--- src/rtl/llq_pkg.sv ---
// Shared constants, codes and types of the linked list queue manager.
// No dependencies; every other file but the assertion macros header depends on it.
package llq_pkg;

    localparam int ITEMS  = 16;
    localparam int IDXW   = $clog2(ITEMS);
    localparam int LINKW  = $clog2(ITEMS + 1);
    localparam int LENW   = $clog2(ITEMS + 1);
    localparam int ACT_W  = 3;
    localparam int ITEM_W = 4;
    localparam int QLEN_W = 5;

    // A link that holds this value marks the end of the list.
    localparam logic [LINKW-1:0]  END_MARK   = LINKW'(ITEMS);
    localparam logic [ITEM_W:0]   ITEM_LIMIT = (ITEM_W + 1)'(ITEMS);

    typedef enum logic [ACT_W-1:0] {
        ACT_PUT    = 3'd0,
        ACT_PUSH   = 3'd1,
        ACT_GET    = 3'd2,
        ACT_REMOVE = 3'd3,
        ACT_QUERY  = 3'd4
    } action_t;

    typedef enum logic [2:0] {
        ST_IDLE,
        ST_DISPATCH,
        ST_WALK,
        ST_INS_LINK,
        ST_INS_FIN,
        ST_UNLINK_RD,
        ST_UNLINK_WR,
        ST_RESP
    } state_t;

    typedef struct packed {
        logic capture;
        logic walk_step;
        logic rd_unlink;
        logic tail_link;
        logic ins_fin;
        logic unlink_fin;
        logic set_hit;
        logic load_out;
    } dp_cmd_t;

    typedef struct packed {
        action_t action;
        logic    in_pool;
        logic    len_zero;
        logic    walk_done;
        logic    walk_match;
        logic    out_free;
    } dp_stat_t;

endpackage

--- src/rtl/llq_req_if.sv ---
// Request channel: valid/ready handshake carrying action and item index.
// Depends on llq_pkg for the field widths.
interface llq_req_if;
    logic                        valid;
    logic                        ready;
    logic [llq_pkg::ACT_W-1:0]   action;
    logic [llq_pkg::ITEM_W-1:0]  item;

    modport source (output valid, output action, output item, input ready);
    modport sink   (input valid, input action, input item, output ready);
endinterface

--- src/rtl/llq_rsp_if.sv ---
// Response channel: valid/ready handshake carrying a result item, a hit flag and the queue length.
// Depends on llq_pkg for the field widths.
interface llq_rsp_if;
    logic                        valid;
    logic                        ready;
    logic [llq_pkg::ITEM_W-1:0]  result_item;
    logic                        hit;
    logic [llq_pkg::QLEN_W-1:0]  queue_length;

    modport source (output valid, output result_item, output hit, output queue_length,
                    input ready);
    modport sink   (input valid, input result_item, input hit, input queue_length,
                    output ready);
endinterface

--- src/rtl/linked_list_queue_manager_top.sv ---
// A rejected request goes from dispatch straight to the response; get unlinks the head
// without a walk, while put, push, remove and query first walk the list one link per cycle
// through the single read port of the link memory. Requests are taken one at a time; the
// next is taken in the cycle after the result is loaded into the output register.
// Reset (asynchronous, active low) empties the queue; the link memory is not cleared.
module linked_list_queue_manager_top (
    input  logic       clk,
    input  logic       rst_n,
    llq_req_if.sink    req,
    llq_rsp_if.source  rsp
);
    import llq_pkg::*;

    dp_cmd_t  cmd;
    dp_stat_t stat;
    logic     idle;
    logic     start;

    assign req.ready = idle;
    assign start     = req.valid && idle;

    llq_ctrl u_ctrl (
        .clk   (clk),
        .rst_n (rst_n),
        .start (start),
        .idle  (idle),
        .cmd   (cmd),
        .stat  (stat)
    );

    llq_dpath u_dpath (
        .clk              (clk),
        .rst_n            (rst_n),
        .action           (req.action),
        .item             (req.item),
        .cmd              (cmd),
        .stat             (stat),
        .out_ready        (rsp.ready),
        .out_valid        (rsp.valid),
        .out_result_item  (rsp.result_item),
        .out_hit          (rsp.hit),
        .out_queue_length (rsp.queue_length)
    );

endmodule

--- src/rtl/llq_ctrl.sv ---
// Controller state machine of the queue manager.
// Depends on llq_pkg; drives llq_dpath through dp_cmd_t and reads dp_stat_t.
module llq_ctrl (
    input  logic              clk,
    input  logic              rst_n,
    input  logic              start,
    output logic              idle,
    output llq_pkg::dp_cmd_t  cmd,
    input  llq_pkg::dp_stat_t stat
);
    import llq_pkg::*;

    state_t state_reg;
    state_t state_next;

    assign idle = (state_reg == ST_IDLE);

    always_ff @(posedge clk or negedge rst_n)
    begin
        if (!rst_n)
        begin
            state_reg <= ST_IDLE;
        end
        else
        begin
            state_reg <= state_next;
        end
    end

    always_comb
    begin
        state_next = state_reg;
        cmd        = '0;
        case (state_reg)
            ST_IDLE:
            begin
                if (start)
                begin
                    cmd.capture = 1'b1;
                    state_next  = ST_DISPATCH;
                end
            end
            ST_DISPATCH:
            begin
                case (stat.action)
                    ACT_PUT, ACT_PUSH, ACT_REMOVE, ACT_QUERY:
                        state_next = stat.in_pool ? ST_WALK : ST_RESP;
                    ACT_GET:
                        state_next = stat.len_zero ? ST_RESP : ST_UNLINK_RD;
                    default:
                        state_next = ST_RESP;
                endcase
            end
            ST_WALK:
            begin
                if (stat.walk_done)
                begin
                    // The item is not in the queue.
                    case (stat.action)
                        ACT_PUT:  state_next = stat.len_zero ? ST_INS_FIN : ST_INS_LINK;
                        ACT_PUSH: state_next = ST_INS_FIN;
                        default:  state_next = ST_RESP;
                    endcase
                end
                else if (stat.walk_match)
                begin
                    case (stat.action)
                        ACT_QUERY:
                        begin
                            cmd.set_hit = 1'b1;
                            state_next  = ST_RESP;
                        end
                        ACT_REMOVE: state_next = ST_UNLINK_RD;
                        default:    state_next = ST_RESP;
                    endcase
                end
                else
                begin
                    cmd.walk_step = 1'b1;
                end
            end
            ST_INS_LINK:
            begin
                cmd.tail_link = 1'b1;
                state_next    = ST_INS_FIN;
            end
            ST_INS_FIN:
            begin
                cmd.ins_fin = 1'b1;
                state_next  = ST_RESP;
            end
            ST_UNLINK_RD:
            begin
                cmd.rd_unlink = 1'b1;
                state_next    = ST_UNLINK_WR;
            end
            ST_UNLINK_WR:
            begin
                cmd.unlink_fin = 1'b1;
                state_next     = ST_RESP;
            end
            ST_RESP:
            begin
                if (stat.out_free)
                begin
                    cmd.load_out = 1'b1;
                    state_next   = ST_IDLE;
                end
            end
            default:
            begin
                state_next = ST_IDLE;
            end
        endcase
    end

endmodule

--- src/rtl/llq_dpath.sv ---
// Datapath of the queue manager: head, tail and length registers, the link
// memory, the list walker and the output register. Depends on llq_pkg.
module llq_dpath (
    input  logic                        clk,
    input  logic                        rst_n,
    input  logic [llq_pkg::ACT_W-1:0]   action,
    input  logic [llq_pkg::ITEM_W-1:0]  item,
    input  llq_pkg::dp_cmd_t            cmd,
    output llq_pkg::dp_stat_t           stat,
    input  logic                        out_ready,
    output logic                        out_valid,
    output logic [llq_pkg::ITEM_W-1:0]  out_result_item,
    output logic                        out_hit,
    output logic [llq_pkg::QLEN_W-1:0]  out_queue_length
);
    import llq_pkg::*;

    logic [LINKW-1:0]  link_mem [ITEMS];

    action_t           action_reg;
    logic [ITEM_W-1:0] item_reg;
    logic [IDXW-1:0]   head_reg;
    logic [IDXW-1:0]   tail_reg;
    logic [LENW-1:0]   len_reg;
    logic [LENW-1:0]   cnt_reg;
    logic [IDXW-1:0]   prev_reg;
    logic [ITEM_W-1:0] res_item_reg;
    logic              hit_reg;
    logic [LINKW-1:0]  rd_data_reg;
    logic              out_valid_reg;
    logic [ITEM_W-1:0] out_item_reg;
    logic              out_hit_reg;
    logic [QLEN_W-1:0] out_len_reg;

    logic [IDXW-1:0]   item_idx;
    logic [IDXW-1:0]   cur_idx;
    logic [IDXW-1:0]   target_idx;
    logic [IDXW-1:0]   rd_addr;
    logic              end_hit;
    logic              at_head;
    logic              len_zero;
    logic [LENW-1:0]   len_inc;
    logic [LENW-1:0]   len_dec;
    logic              wr_en;
    logic [IDXW-1:0]   wr_addr;
    logic [LINKW-1:0]  wr_data;

    assign item_idx = item_reg[IDXW-1:0];
    // The first element of a walk is the head; later ones come from the link read.
    assign at_head  = (cnt_reg == '0);
    assign cur_idx  = at_head ? head_reg : rd_data_reg[IDXW-1:0];
    assign end_hit  = !at_head && (rd_data_reg >= END_MARK);
    assign len_zero = (len_reg == '0);
    assign len_inc  = len_reg + LENW'(1);
    assign len_dec  = len_reg - LENW'(1);

    assign target_idx = (action_reg == ACT_GET) ? head_reg : item_idx;
    assign rd_addr    = cmd.rd_unlink ? target_idx : cur_idx;

    assign stat.action     = action_reg;
    assign stat.in_pool    = ({1'b0, item_reg} < ITEM_LIMIT);
    assign stat.len_zero   = len_zero;
    assign stat.walk_done  = (cnt_reg == len_reg) || end_hit;
    assign stat.walk_match = (cur_idx == item_idx);
    assign stat.out_free   = !out_valid_reg || out_ready;

    always_comb
    begin
        wr_en   = 1'b0;
        wr_addr = tail_reg;
        wr_data = LINKW'(item_idx);
        if (cmd.tail_link)
        begin
            wr_en = 1'b1;
        end
        else if (cmd.ins_fin)
        begin
            wr_en   = 1'b1;
            wr_addr = item_idx;
            wr_data = ((action_reg == ACT_PUT) || len_zero) ? END_MARK : LINKW'(head_reg);
        end
        else if (cmd.unlink_fin && !at_head)
        begin
            // Bridge the predecessor over the removed item.
            wr_en   = 1'b1;
            wr_addr = prev_reg;
            wr_data = rd_data_reg;
        end
    end

    always_ff @(posedge clk)
    begin
        if (wr_en)
        begin
            link_mem[wr_addr] <= wr_data;
        end
        rd_data_reg <= link_mem[rd_addr];
    end

    always_ff @(posedge clk or negedge rst_n)
    begin
        if (!rst_n)
        begin
            head_reg <= '0;
            tail_reg <= '0;
            len_reg  <= '0;
        end
        else if (cmd.ins_fin)
        begin
            len_reg <= len_inc;
            if (action_reg == ACT_PUT)
            begin
                tail_reg <= item_idx;
                if (len_zero)
                begin
                    head_reg <= item_idx;
                end
            end
            else
            begin
                head_reg <= item_idx;
                if (len_zero)
                begin
                    tail_reg <= item_idx;
                end
            end
        end
        else if (cmd.unlink_fin)
        begin
            len_reg <= len_dec;
            if (len_dec == '0)
            begin
                head_reg <= '0;
                tail_reg <= '0;
            end
            else if (at_head)
            begin
                head_reg <= rd_data_reg[IDXW-1:0];
            end
            else if (tail_reg == item_idx)
            begin
                tail_reg <= prev_reg;
            end
        end
    end

    always_ff @(posedge clk)
    begin
        if (cmd.capture)
        begin
            action_reg   <= action_t'(action);
            item_reg     <= item;
            cnt_reg      <= '0;
            res_item_reg <= item;
            hit_reg      <= 1'b0;
        end
        if (cmd.walk_step)
        begin
            prev_reg <= cur_idx;
            cnt_reg  <= cnt_reg + LENW'(1);
        end
        if (cmd.set_hit || cmd.ins_fin)
        begin
            hit_reg <= 1'b1;
        end
        if (cmd.unlink_fin)
        begin
            hit_reg <= 1'b1;
            if (action_reg == ACT_GET)
            begin
                res_item_reg <= ITEM_W'(head_reg);
            end
        end
    end

    always_ff @(posedge clk or negedge rst_n)
    begin
        if (!rst_n)
        begin
            out_valid_reg <= 1'b0;
        end
        else if (cmd.load_out)
        begin
            out_valid_reg <= 1'b1;
        end
        else if (out_ready)
        begin
            out_valid_reg <= 1'b0;
        end
    end

    always_ff @(posedge clk)
    begin
        if (cmd.load_out)
        begin
            out_item_reg <= res_item_reg;
            out_hit_reg  <= hit_reg;
            out_len_reg  <= QLEN_W'(len_reg);
        end
    end

    assign out_valid        = out_valid_reg;
    assign out_result_item  = out_item_reg;
    assign out_hit          = out_hit_reg;
    assign out_queue_length = out_len_reg;

endmodule

--- src/flat_wrapper.sv ---
// flat-port wrapper written by rule: the top's interface ports become plain ports
module linked_list_queue_manager_top_flat import llq_pkg::*;
  (clk, rst_n, req_valid, req_action, req_item, req_ready, rsp_valid, rsp_result_item, rsp_hit, rsp_queue_length, rsp_ready);
  llq_req_if req_i ();
  llq_rsp_if rsp_i ();
  input  logic clk;
  input  logic rst_n;
  input wire logic [$bits(req_i.valid)-1:0] req_valid;
  input wire logic [$bits(req_i.action)-1:0] req_action;
  input wire logic [$bits(req_i.item)-1:0] req_item;
  output wire logic [$bits(req_i.ready)-1:0] req_ready;
  output wire logic [$bits(rsp_i.valid)-1:0] rsp_valid;
  output wire logic [$bits(rsp_i.result_item)-1:0] rsp_result_item;
  output wire logic [$bits(rsp_i.hit)-1:0] rsp_hit;
  output wire logic [$bits(rsp_i.queue_length)-1:0] rsp_queue_length;
  input wire logic [$bits(rsp_i.ready)-1:0] rsp_ready;
  assign req_i.valid = req_valid;
  assign req_i.action = req_action;
  assign req_i.item = req_item;
  assign req_ready = req_i.ready;
  assign rsp_valid = rsp_i.valid;
  assign rsp_result_item = rsp_i.result_item;
  assign rsp_hit = rsp_i.hit;
  assign rsp_queue_length = rsp_i.queue_length;
  assign rsp_i.ready = rsp_ready;
  linked_list_queue_manager_top u_core (.clk(clk), .rst_n(rst_n), .req(req_i), .rsp(rsp_i));
endmodule
--- config.mk ---
export PLATFORM = sky130hd
export DESIGN_NAME = linked_list_queue_manager_top_flat
export DESIGN_NICKNAME = d
export VERILOG_FILES = /design/src/rtl/llq_pkg.sv /design/src/rtl/llq_req_if.sv /design/src/rtl/llq_rsp_if.sv /design/src/rtl/linked_list_queue_manager_top.sv /design/src/rtl/llq_ctrl.sv /design/src/rtl/llq_dpath.sv /design/src/flat_wrapper.sv
export SDC_FILE = /design/constraint.sdc
export NUM_CORES = 1
export LEC_CHECK = 0
export BUFFER_PORTS_ARGS = -buffer_cell sky130_fd_sc_hd__buf_2
export CORE_ASPECT_RATIO = 0.7
export CORE_UTILIZATION = 40
export CTS_CLUSTER_DIAMETER = 60
export DETAILED_ROUTE_END_ITERATION = 12
export GPL_TIMING_DRIVEN = 0
export SYNTH_ARGS = -nofsm -noshare
export SYNTH_HDL_FRONTEND = slang
export SYNTH_SLANG_ARGS = --single-unit
export TNS_END_PERCENT = 1
--- constraint.sdc ---
create_clock -name clk -period 3.9 [get_ports clk]
set_input_delay 0.195 -clock clk [delete_from_list [all_inputs] [get_ports clk]]
set_output_delay 0.195 -clock clk [all_outputs]
set_load 0.02 [all_outputs]
* Word-level counts from Yosys, hierarchy flattened
Memory sizes are Yosys's and may differ from the RTL's. A register that Yosys moved wholly into a read port is not among the register bits. Cells that the tools add are included.
Word-level totals: RAM bits 80, memories kept 1, bits in registers 48, memory bits (read-only) 0, latch bits 0, input port bits 11, logic and storage cells 125, output and inout port bits 12
Cells by class: equality and inequality tests 20, bitwise gates (word level) 0, muxes and demuxes 61, $mul 0, magnitude comparators 1, reductions and logical operators 25, $add $sub $neg 3, divide/modulo/power cells 0, shift-type cells 0
Memory list:
- u_core.u_dpath.link_mem | words 16, bits a word 5, read ports 1, clocked after memory_dff 1, write ports 1, RTL line llq_dpath.sv:18 | logic [LINKW-1:0] link_mem [ITEMS];
Operators by type and width (number):
- two-way mux 4 bit | 21
- two-way mux 5 bit | 8
- two-way mux 1 bit | 22
- one-hot mux 3 bit (7 select lines) | 1
- equality test 3 bit (second input constant) | 5
- zero test 5 bit | 3
- two-way mux 3 bit | 5
- equality test 3 x 2 -> 1 bit (second input constant) | 4
- one-hot mux 3 bit (2 select lines) | 2
- adder 5 x 1 -> 5 bit (second input constant) | 2
- equality test 4 bit | 2
- equality test 3 x 1 -> 1 bit (second input constant) | 2
- zero test 3 bit | 2
- != test 3 x 1 -> 1 bit (second input constant) | 2
- AND reduction 3 bit | 2
- nonzero test 2 bit | 3
- nonzero test 3 bit | 2
- equality test 5 bit | 1
- >= comparator 5 bit (second input constant) | 1
- subtractor 5 x 1 -> 5 bit (second input constant) | 1
- logical OR 1 bit | 4
- two-way mux 2 bit | 2
- AND reduction 4 bit | 1
- OR reduction 2 bit | 2
- 7 further kinds | 10

* Longest topological paths before layout
Gate-level depths: netlist of the first run.
depth after elaboration 8, mapped depth 11

* Cells and area by module
From an unflattened synthesis of the first run, not the netlist that was laid out.
Unflattened totals: cells, all modules 502, area total of the unflattened synthesis 6281.0 um^2
By module, submodules not included:
- llq_dpath | seq. area each 3733.6 um^2, times used 1, area an instance 5947.0 um^2, cells each 454
- llq_ctrl | seq. area each 75.1 um^2, times used 1, area an instance 327.8 um^2, cells each 47
- linked_list_queue_manager_top | seq. area each 0.0 um^2, times used 1, area an instance 6.3 um^2, cells each 1

* Worst setup path before layout of the first run
OpenSTA, ideal clock, no wires.
kind reg-to-reg, start register u_core.u_dpath.cnt_reg[0], end register u_core.u_dpath.cnt_reg[0] (enable), path buffers 2, slack 1.177 ns, setup time 0.315 ns, cell stages (with the launch flop) 11, arrival time 2.408 ns, cell sequence edfxtp_1 inv_1 ha_1 or4b_1 buf_2 mux2_4 xor2_1 nor4_2 or3_1 buf_6 nand2_1
Between the ends: word-level cells in the longest chain between the ends 7
Ends and longest elaborated chain:
- from (decl) | RTL line llq_dpath.sv:25 | logic [LENW-1:0] cnt_reg;
- from (signal assigned) | RTL line llq_dpath.sv:160 | cnt_reg <= cnt_reg + LENW'(1);
- zero test 5 bit | RTL line llq_dpath.sv:50 | assign at_head = (cnt_reg == '0);
- two-way mux 4 bit | RTL line llq_dpath.sv:51 | assign cur_idx = at_head ? head_reg : rd_data_reg[IDXW-1:0];
- via u_core.u_dpath.cur_idx[3] | RTL line llq_dpath.sv:36 | logic [IDXW-1:0] cur_idx;
- equality test 4 bit | RTL line llq_dpath.sv:64 | assign stat.walk_match = (cur_idx == item_idx);
- two-way mux 1 bit | RTL line llq_ctrl.sv:65 | else if (stat.walk_match)
- two-way mux 1 bit | RTL line llq_ctrl.sv:56 | if (stat.walk_done)
- two-way mux 1 bit | RTL line llq_ctrl.sv:34 | case (state_reg)
- nonzero test 2 bit (no line)
The timed path passes the listed nets, and every way through them passes these cells. A chain may end at the register's enable or synchronous reset.

* Final worst setup path of the first run
start register u_core.u_dpath.cnt_reg[0], end register u_core.u_dpath.rd_data_reg[2] (read register of u_core.u_dpath.link_mem)
Between the ends: word-level cells in the longest chain between the ends 3
Ends and longest elaborated chain:
- zero test 5 bit | RTL line llq_dpath.sv:50
- two-way mux 4 bit | RTL line llq_dpath.sv:51
- two-way mux 4 bit | RTL line llq_dpath.sv:58 | assign rd_addr = cmd.rd_unlink ? target_idx : cur_idx;
- to (decl) | RTL line llq_dpath.sv:29 | logic [LINKW-1:0] rd_data_reg;
Every way passes these cells.

==> results of run 1 <==
per-layer routing:
layer	global-route usage	up-vias
met5	0	-
met4	0.0743	0
met3	0.0659	15
met2	0.271	207
met1	0.297	2036
li1	-	1985
tightest hold or removal path: stages:
cell	delay, ns
buf_2	0.07
nand2b_1	0.16
nand2_1	0.06
timing repair:
action | 4_1_cts | 5_1_grt
buffers inserted | 0 | 0
endpoints found under the hold margin | 24 | 0
hold buffers | 8 | 0
where the power goes:
group | leakage, nW | internal (mW) | total [mW] | switching, mW
sequential | 1.25 | 2.10 | 2.32 | 0.217
clock | 0.293 | 1.08 | 1.68 | 0.598
combinational | 1.02 | 0.829 | 2.52 | 1.69
through the flow:
stage	instance area, um^2	power, mW	util	hold slack [ns]	std cells
floorplan	6030	4.02	-	-0.101	498
global route	7090	6.91	0.481	0.122	755
detailed placement	6380	4.81	0.434	0.162	715
CTS	7090	6.52	0.481	0.0999	755
finish	7090	6.52	0.481	0.112	755
global placement	6380	4.77	0.434	0.150	715
Yosys cell counts, drive strengths merged, types with 3 or more instances:
library cell	n	area [um^2]
o22ai	6	37.5
and3	6	37.5
nor3	11	55.1
nor2	28	105
dfxtp	10	200
mux2	13	150
nand2	69	259
dfrtp	17	425
o221a	3	33.8
a21o	3	22.5
nor4	3	25.0
o21ai	11	55.1
a221oi	21	184
buf	9	46.3
nand2b	8	50.1
a21oi	51	255
nand3	8	40.0
or4	6	45.0
a221o	5	50.1
o221ai	3	26.3
xnor2	12	105
or3	6	37.5
clkbuf	21	78.8
edfxtp	106	3180
a22o	9	78.8
inv	8	32.5
ha	5	62.6
mux2i	9	90.1
xor2	9	78.8
area by class of cell:
type,count,area share
well taps,195,0.0344
repair buffers,30,0.0268
flip-flops and latches,133,0.537
multi-input cells,326,0.290
plain buffers,30,0.0177
clock inverters,13,0.0256
clock buffers,19,0.0625
inverters,9,0.00512
cells by family (layout without fill, tap and decap cells):
kind of cell    after synthesis  in the layout  share of synthesized area
simple gates                157            157                      0.125
flops                       133            133                      0.632
compound gates              121            121                      0.136
buf+inv                      39            101                     0.0268
mux                          22             22                     0.0399
xor+xnor                     21             21                     0.0305
fa+ha+maj                     5              5                     0.0104
worst min path at each step:
stage | endpoint | cells after the start
finish | u_core.u_dpath.out_valid$_DFFE_PN0P_ | 3
global route | u_core.u_dpath.out_valid$_DFFE_PN0P_ | 3
CTS | u_core.u_dpath.out_valid$_DFFE_PN0P_ | 3
detailed placement | u_core.u_ctrl.state_reg[1]$_DFFE_PN0P_ | 1
global placement | u_core.u_ctrl.state_reg[1]$_DFFE_PN0P_ | 1
floorplan | u_core.u_ctrl.state_reg[0]$_DFFE_PN0P_ | 0
cell usage in the layout, fill, tap and decap left out, types with 3 or more instances in the layout:
cell,n
dlygate4sd3_1,8
a221oi_1,21
o21ai_0,11
nor3_1,11
a221o_1,5
and3_1,6
o221ai_1,3
buf_1,4
o22ai_1,6
bufinv_16,4
mux2i_1,9
xor2_1,9
nor2_1,28
dfxtp_1,10
mux2_2,12
ha_1,5
or4_1,6
nand2b_1,8
clkinvlp_4,4
or3_1,6
xnor2_1,12
a22o_1,9
edfxtp_1,106
inv_1,7
a21oi_1,51
a21o_1,3
nand2_1,69
clkbuf_1,22
buf_2,26
o221a_2,3
nand3_1,8
dfrtp_1,17
clkbuf_16,17
==> impl_metrics.ini, run 1 <==
[synth]
async_reset_ff_frac = 0.128
synth.distinct_cells = 52
syn-num-nets = 514
synth_ff_type = edfxtp_1
synthCells = 498
ys.warnings.count = 0
synth_area_um2 = 6030
ys_seq_area_frac = 0.632
ys_seq_elements = 133
syn_area_per_cell_um2 = 12.1
synth_edf_count = 106

[floorplan]
die_w_um = 149
core_um2 = 14700
die_area_um2 = 15600
core.rowCount = 37
io_pins = 23
start_util = 0.409
die_h_um = 105

[detailed_routing]
wl_met2_um = 5950
via_per_inst = 5.62
finalWirelength_um = 14500
firstDrtPassIters = 5
vias = 4243
wire_per_inst_um = 19.2
ant_nets = 0
met3_length_um = 1640
drtIter0Drc = 511
drc = 0
wl_met1_um = 6710
highest_layer = met4

[timing]
max_slew_margin = 0.214
rsz0062_at_grt = false
timing.final.crit_period_ns = 3.53
maxSlewViolCount = 0
fmax_ghz = 0.283
worst_pin_slew_ns = 1.18
period_share = 0.905
fin_skew_ns = 0.0105
worst_slack_ns = 0.372
finalSetupTns_ns = 0
finalSetupViolCount = 0
final_hold_viol_count = 0

[setup_path]
crit_type = register to register
worstRegToRegCells = 10
setup.worst_path.start = u_core.u_dpath.cnt_reg[0]$_SDFFCE_PN0P_
path_buf_inv = 3
worst_path_most_repeated_cell = mux2i_1
cp_max_fo = 10
crit_arrival_ns = 3.83
crit_end = u_core.u_dpath.rd_data_reg[2]$_DFF_P_
crit_chain = inv_1 > ha_1 > nor4b_2 > buf_2 > mux2i_1 > mux2i_1 > clkbuf_1 > a21oi_1 > a221oi_1 > or4_1
start_kind = register
timing.rr.start = u_core.u_dpath.cnt_reg[0]$_SDFFCE_PN0P_
cp_num_cells = 10
crit_family = simple AND/OR/NAND/NOR gates
r2r_end = u_core.u_dpath.rd_data_reg[2]$_DFF_P_
worstPathRequired_ns = 4.20
slowest_stage = or4_1
cpPeakStageDelay_ns = 0.54
cp-end-kind = register
rrSetupSlack_ns = 0.37

[global_routing]
gr-usage-all-layers = 0.201
grt_max_degree = 18
grt_first_pass_wirelength_um = 22900
gr-total-overflow = 0
grt_pass1_vias = 4151
grt_antenna_before_repair = 0

[pwr]
vdd_drop_max_uv = 429
p_leak_nw = 2.57
pwr_density_cell_nw_per_um2 = 920

[min_path]
min-delay-start = rsp_ready
holdCritPathClass = input port to register

[clock_tree]
clk_pin_slew_ns = 0.06
clock-sinks = 133
cts_tree = built
htreeDepth = 4
postCtsResizedCells = 0
numCtsBuffers = 17
cts_buffer_depth = 2
clk_latency_ns = 0.42
root_buffer = clkbuf_16

[outcome]
outcome = finished clean

[finish]
insertedDiodeCount = 0
nets = 563
largest_register_ffs = 80
multi_input_area_um2 = 2060
seqCellArea_um2 = 3810
nFillCells = 1299
syn_to_final_growth_pct = 17.6
top_register = u_core.u_dpath.link_mem
drive_gt1_frac = 0.138

[placement]
routabilityCongestion = 0.863
dp_slack_ns = 0.481
portBuffers = 22
dp_hpwl_um = 10200

[job]
cap_viol_max_count = 0
No activity file was read; power rests on OpenSTA's default activity.
==> run 2, diff against run 1 <==
--- a/config.mk
+++ b/config.mk
@@ -7,7 +7,7 @@
 export LEC_CHECK = 0
 export BUFFER_PORTS_ARGS = -buffer_cell sky130_fd_sc_hd__buf_2
 export CORE_ASPECT_RATIO = 0.7
-export CORE_UTILIZATION = 40
+export CORE_UTILIZATION = 47
 export CTS_CLUSTER_DIAMETER = 60
 export DETAILED_ROUTE_END_ITERATION = 12
 export GPL_TIMING_DRIVEN = 0
==> run 2 against run 1 <==
Net effect:
- non-clock buffer count did not move
- cell count fell by 4.4%
- sequential share of layout area rose by 0.60 points
- critical path type unchanged
- largest power group unchanged
==> impl_metrics.ini, run 2 (synthesized netlist as in run 1, its figures left out) <==
[clock_tree]
root_buffer = clkbuf_16
clk_pin_slew_ns = 0.06
clock-sinks = 133
numCtsBuffers = 17
cts_buffer_depth = 2
postCtsResizedCells = 0
cts_tree = built
htreeDepth = 4
clk_latency_ns = 0.42

[detailed_routing]
firstDrtPassIters = 5
vias = 4364
drc = 0
drtIter0Drc = 426
finalWirelength_um = 14800
via_per_inst = 6.04
ant_nets = 0
wire_per_inst_um = 20.5

[placement]
routabilityCongestion = 0.861
dp_slack_ns = 0.535
portBuffers = 22
dp_hpwl_um = 10200

[setup_path]
cp_max_fo = 10
worstPathRequired_ns = 4.25
cp-end-kind = register
crit_type = register to register
rrSetupSlack_ns = 0.43
timing.rr.start = u_core.u_dpath.cnt_reg[0]$_SDFFCE_PN0P_
worstRegToRegCells = 10
r2r_end = u_core.u_dpath.rd_data_reg[0]$_DFF_P_
start_kind = register
crit_arrival_ns = 3.82

[global_routing]
grt_first_pass_wirelength_um = 23200
grt_antenna_before_repair = 0
grt_pass1_vias = 4151
gr-total-overflow = 0
grt_max_degree = 18
gr-usage-all-layers = 0.240

[job]
cap_viol_max_count = 0

[floorplan]
die_h_um = 96.8
io_pins = 23
core.rowCount = 34
die_area_um2 = 13300
die_w_um = 137
core_um2 = 12500
start_util = 0.484

[timing]
period_share = 0.889
fmax_ghz = 0.288
timing.final.crit_period_ns = 3.47
worst_pin_slew_ns = 1.38
rsz0062_at_grt = false
hold_ws_ns = 0.0995
maxSlewViolCount = 0
worst_slack_ns = 0.433
max_slew_margin = 0.0805
finalSetupViolCount = 0
fin_skew_ns = 0.00732
finalSetupTns_ns = 0
final_hold_viol_count = 0

[finish]
largest_register_ffs = 80
layout_common_cells = edfxtp_1 (106), nand2_1 (69), a21oi_1 (51), nor2_1 (28), buf_2 (26)
top_register = u_core.u_dpath.link_mem
final_common_cell = edfxtp_1
seqCellArea_um2 = 3810
nets = 563
postLayoutCoreUtil = 0.562
syn_to_final_growth_pct = 16.3
nFillCells = 1049
insertedDiodeCount = 0
drive_gt1_frac = 0.134
multi_input_area_um2 = 2060

[outcome]
outcome = finished clean

[pwr]
vdd_drop_max_uv = 535
p_leak_nw = 2.56
finalPower_mw = 6.48
pwr_density_cell_nw_per_um2 = 925

[min_path]
min-delay-start = req_valid
hold_path_end = u_core.u_ctrl.state_reg[0]$_DFFE_PN0P_
holdCritPathClass = input port to register
hold_depth = 3
run 2: changes by cell type in the layout (fill, tap and decap cells not counted), sizes merged:
cell,change
clkbuf,-2
inv,+1
clkinvlp,-2
bufinv,-1
clkinv,+4
run 2: metrics by stage:
| step | cells | instance area (um^2) |
|---|---|---|
| 3_5_place_dp | 682 | 6340 |
| 4_1_cts | 722 | 7010 |
| 6_report | 722 | 7010 |
| 5_1_grt | 722 | 7010 |
| 2_1_floorplan | 498 | 6030 |
| 3_3_place_gp | 682 | 6340 |
run 2: how the worst max path moves through the flow:
stage                                            startpoint                                 endpoint  slack [ns]  cells past startpoint
floorplan           u_core.u_dpath.cnt_reg[0]$_SDFFCE_PN0P_  u_core.u_dpath.cnt_reg[0]$_SDFFCE_PN0P_        1.18                     10
global route        u_core.u_dpath.cnt_reg[0]$_SDFFCE_PN0P_    u_core.u_dpath.rd_data_reg[0]$_DFF_P_        0.19                     10
finish              u_core.u_dpath.cnt_reg[0]$_SDFFCE_PN0P_    u_core.u_dpath.rd_data_reg[0]$_DFF_P_        0.43                     10
detailed placement  u_core.u_dpath.cnt_reg[0]$_SDFFCE_PN0P_    u_core.u_dpath.rd_data_reg[0]$_DFF_P_        0.53                     10
CTS                 u_core.u_dpath.cnt_reg[0]$_SDFFCE_PN0P_    u_core.u_dpath.rd_data_reg[0]$_DFF_P_        0.52                     10
global placement    u_core.u_dpath.cnt_reg[0]$_SDFFCE_PN0P_    u_core.u_dpath.rd_data_reg[3]$_DFF_P_        0.61                     10
run 2: routing by layer:
layer / up-vias / share of wire / track usage
met5: - / 0 / 0
met1: 2153 / 0.48 / 0.374
met4: 0 / 0.017 / 0.0871
li1: 1987 / - / -
met2: 197 / 0.40 / 0.311
met3: 27 / 0.095 / 0.0697
run 2: critical path, stage by stage (launching register included):
cell and delay, ns:
edfxtp_1 0.47, inv_1 0.09, ha_1 0.15, nor4b_2 0.35, buf_2 0.31, mux2i_1 0.18
mux2i_1 0.46, clkbuf_1 0.41, a21oi_1 0.15, a221oi_1 0.61, or4_1 0.21
run 2: final cells by class:
class	count	share of cell area
sequential	133	0.543
multi-input combinational	326	0.294
clock buffer	17	0.0607
tap	162	0.0289
timing repair buffer	30	0.0271
clock inverter	15	0.0230
buffer	30	0.0179
inverter	9	0.00518
run 2: power breakdown:
group | internal, mW | switching, mW
sequential | 2.10 | 0.230
combinational | 0.830 | 1.71
clock | 0.996 | 0.614
run 2: repair_timing:
item | 4_1_cts | 5_1_grt
endpoints found under the hold margin | 24 | 0
hold buffers | 8 | 0
setup buffers | 0 | 0
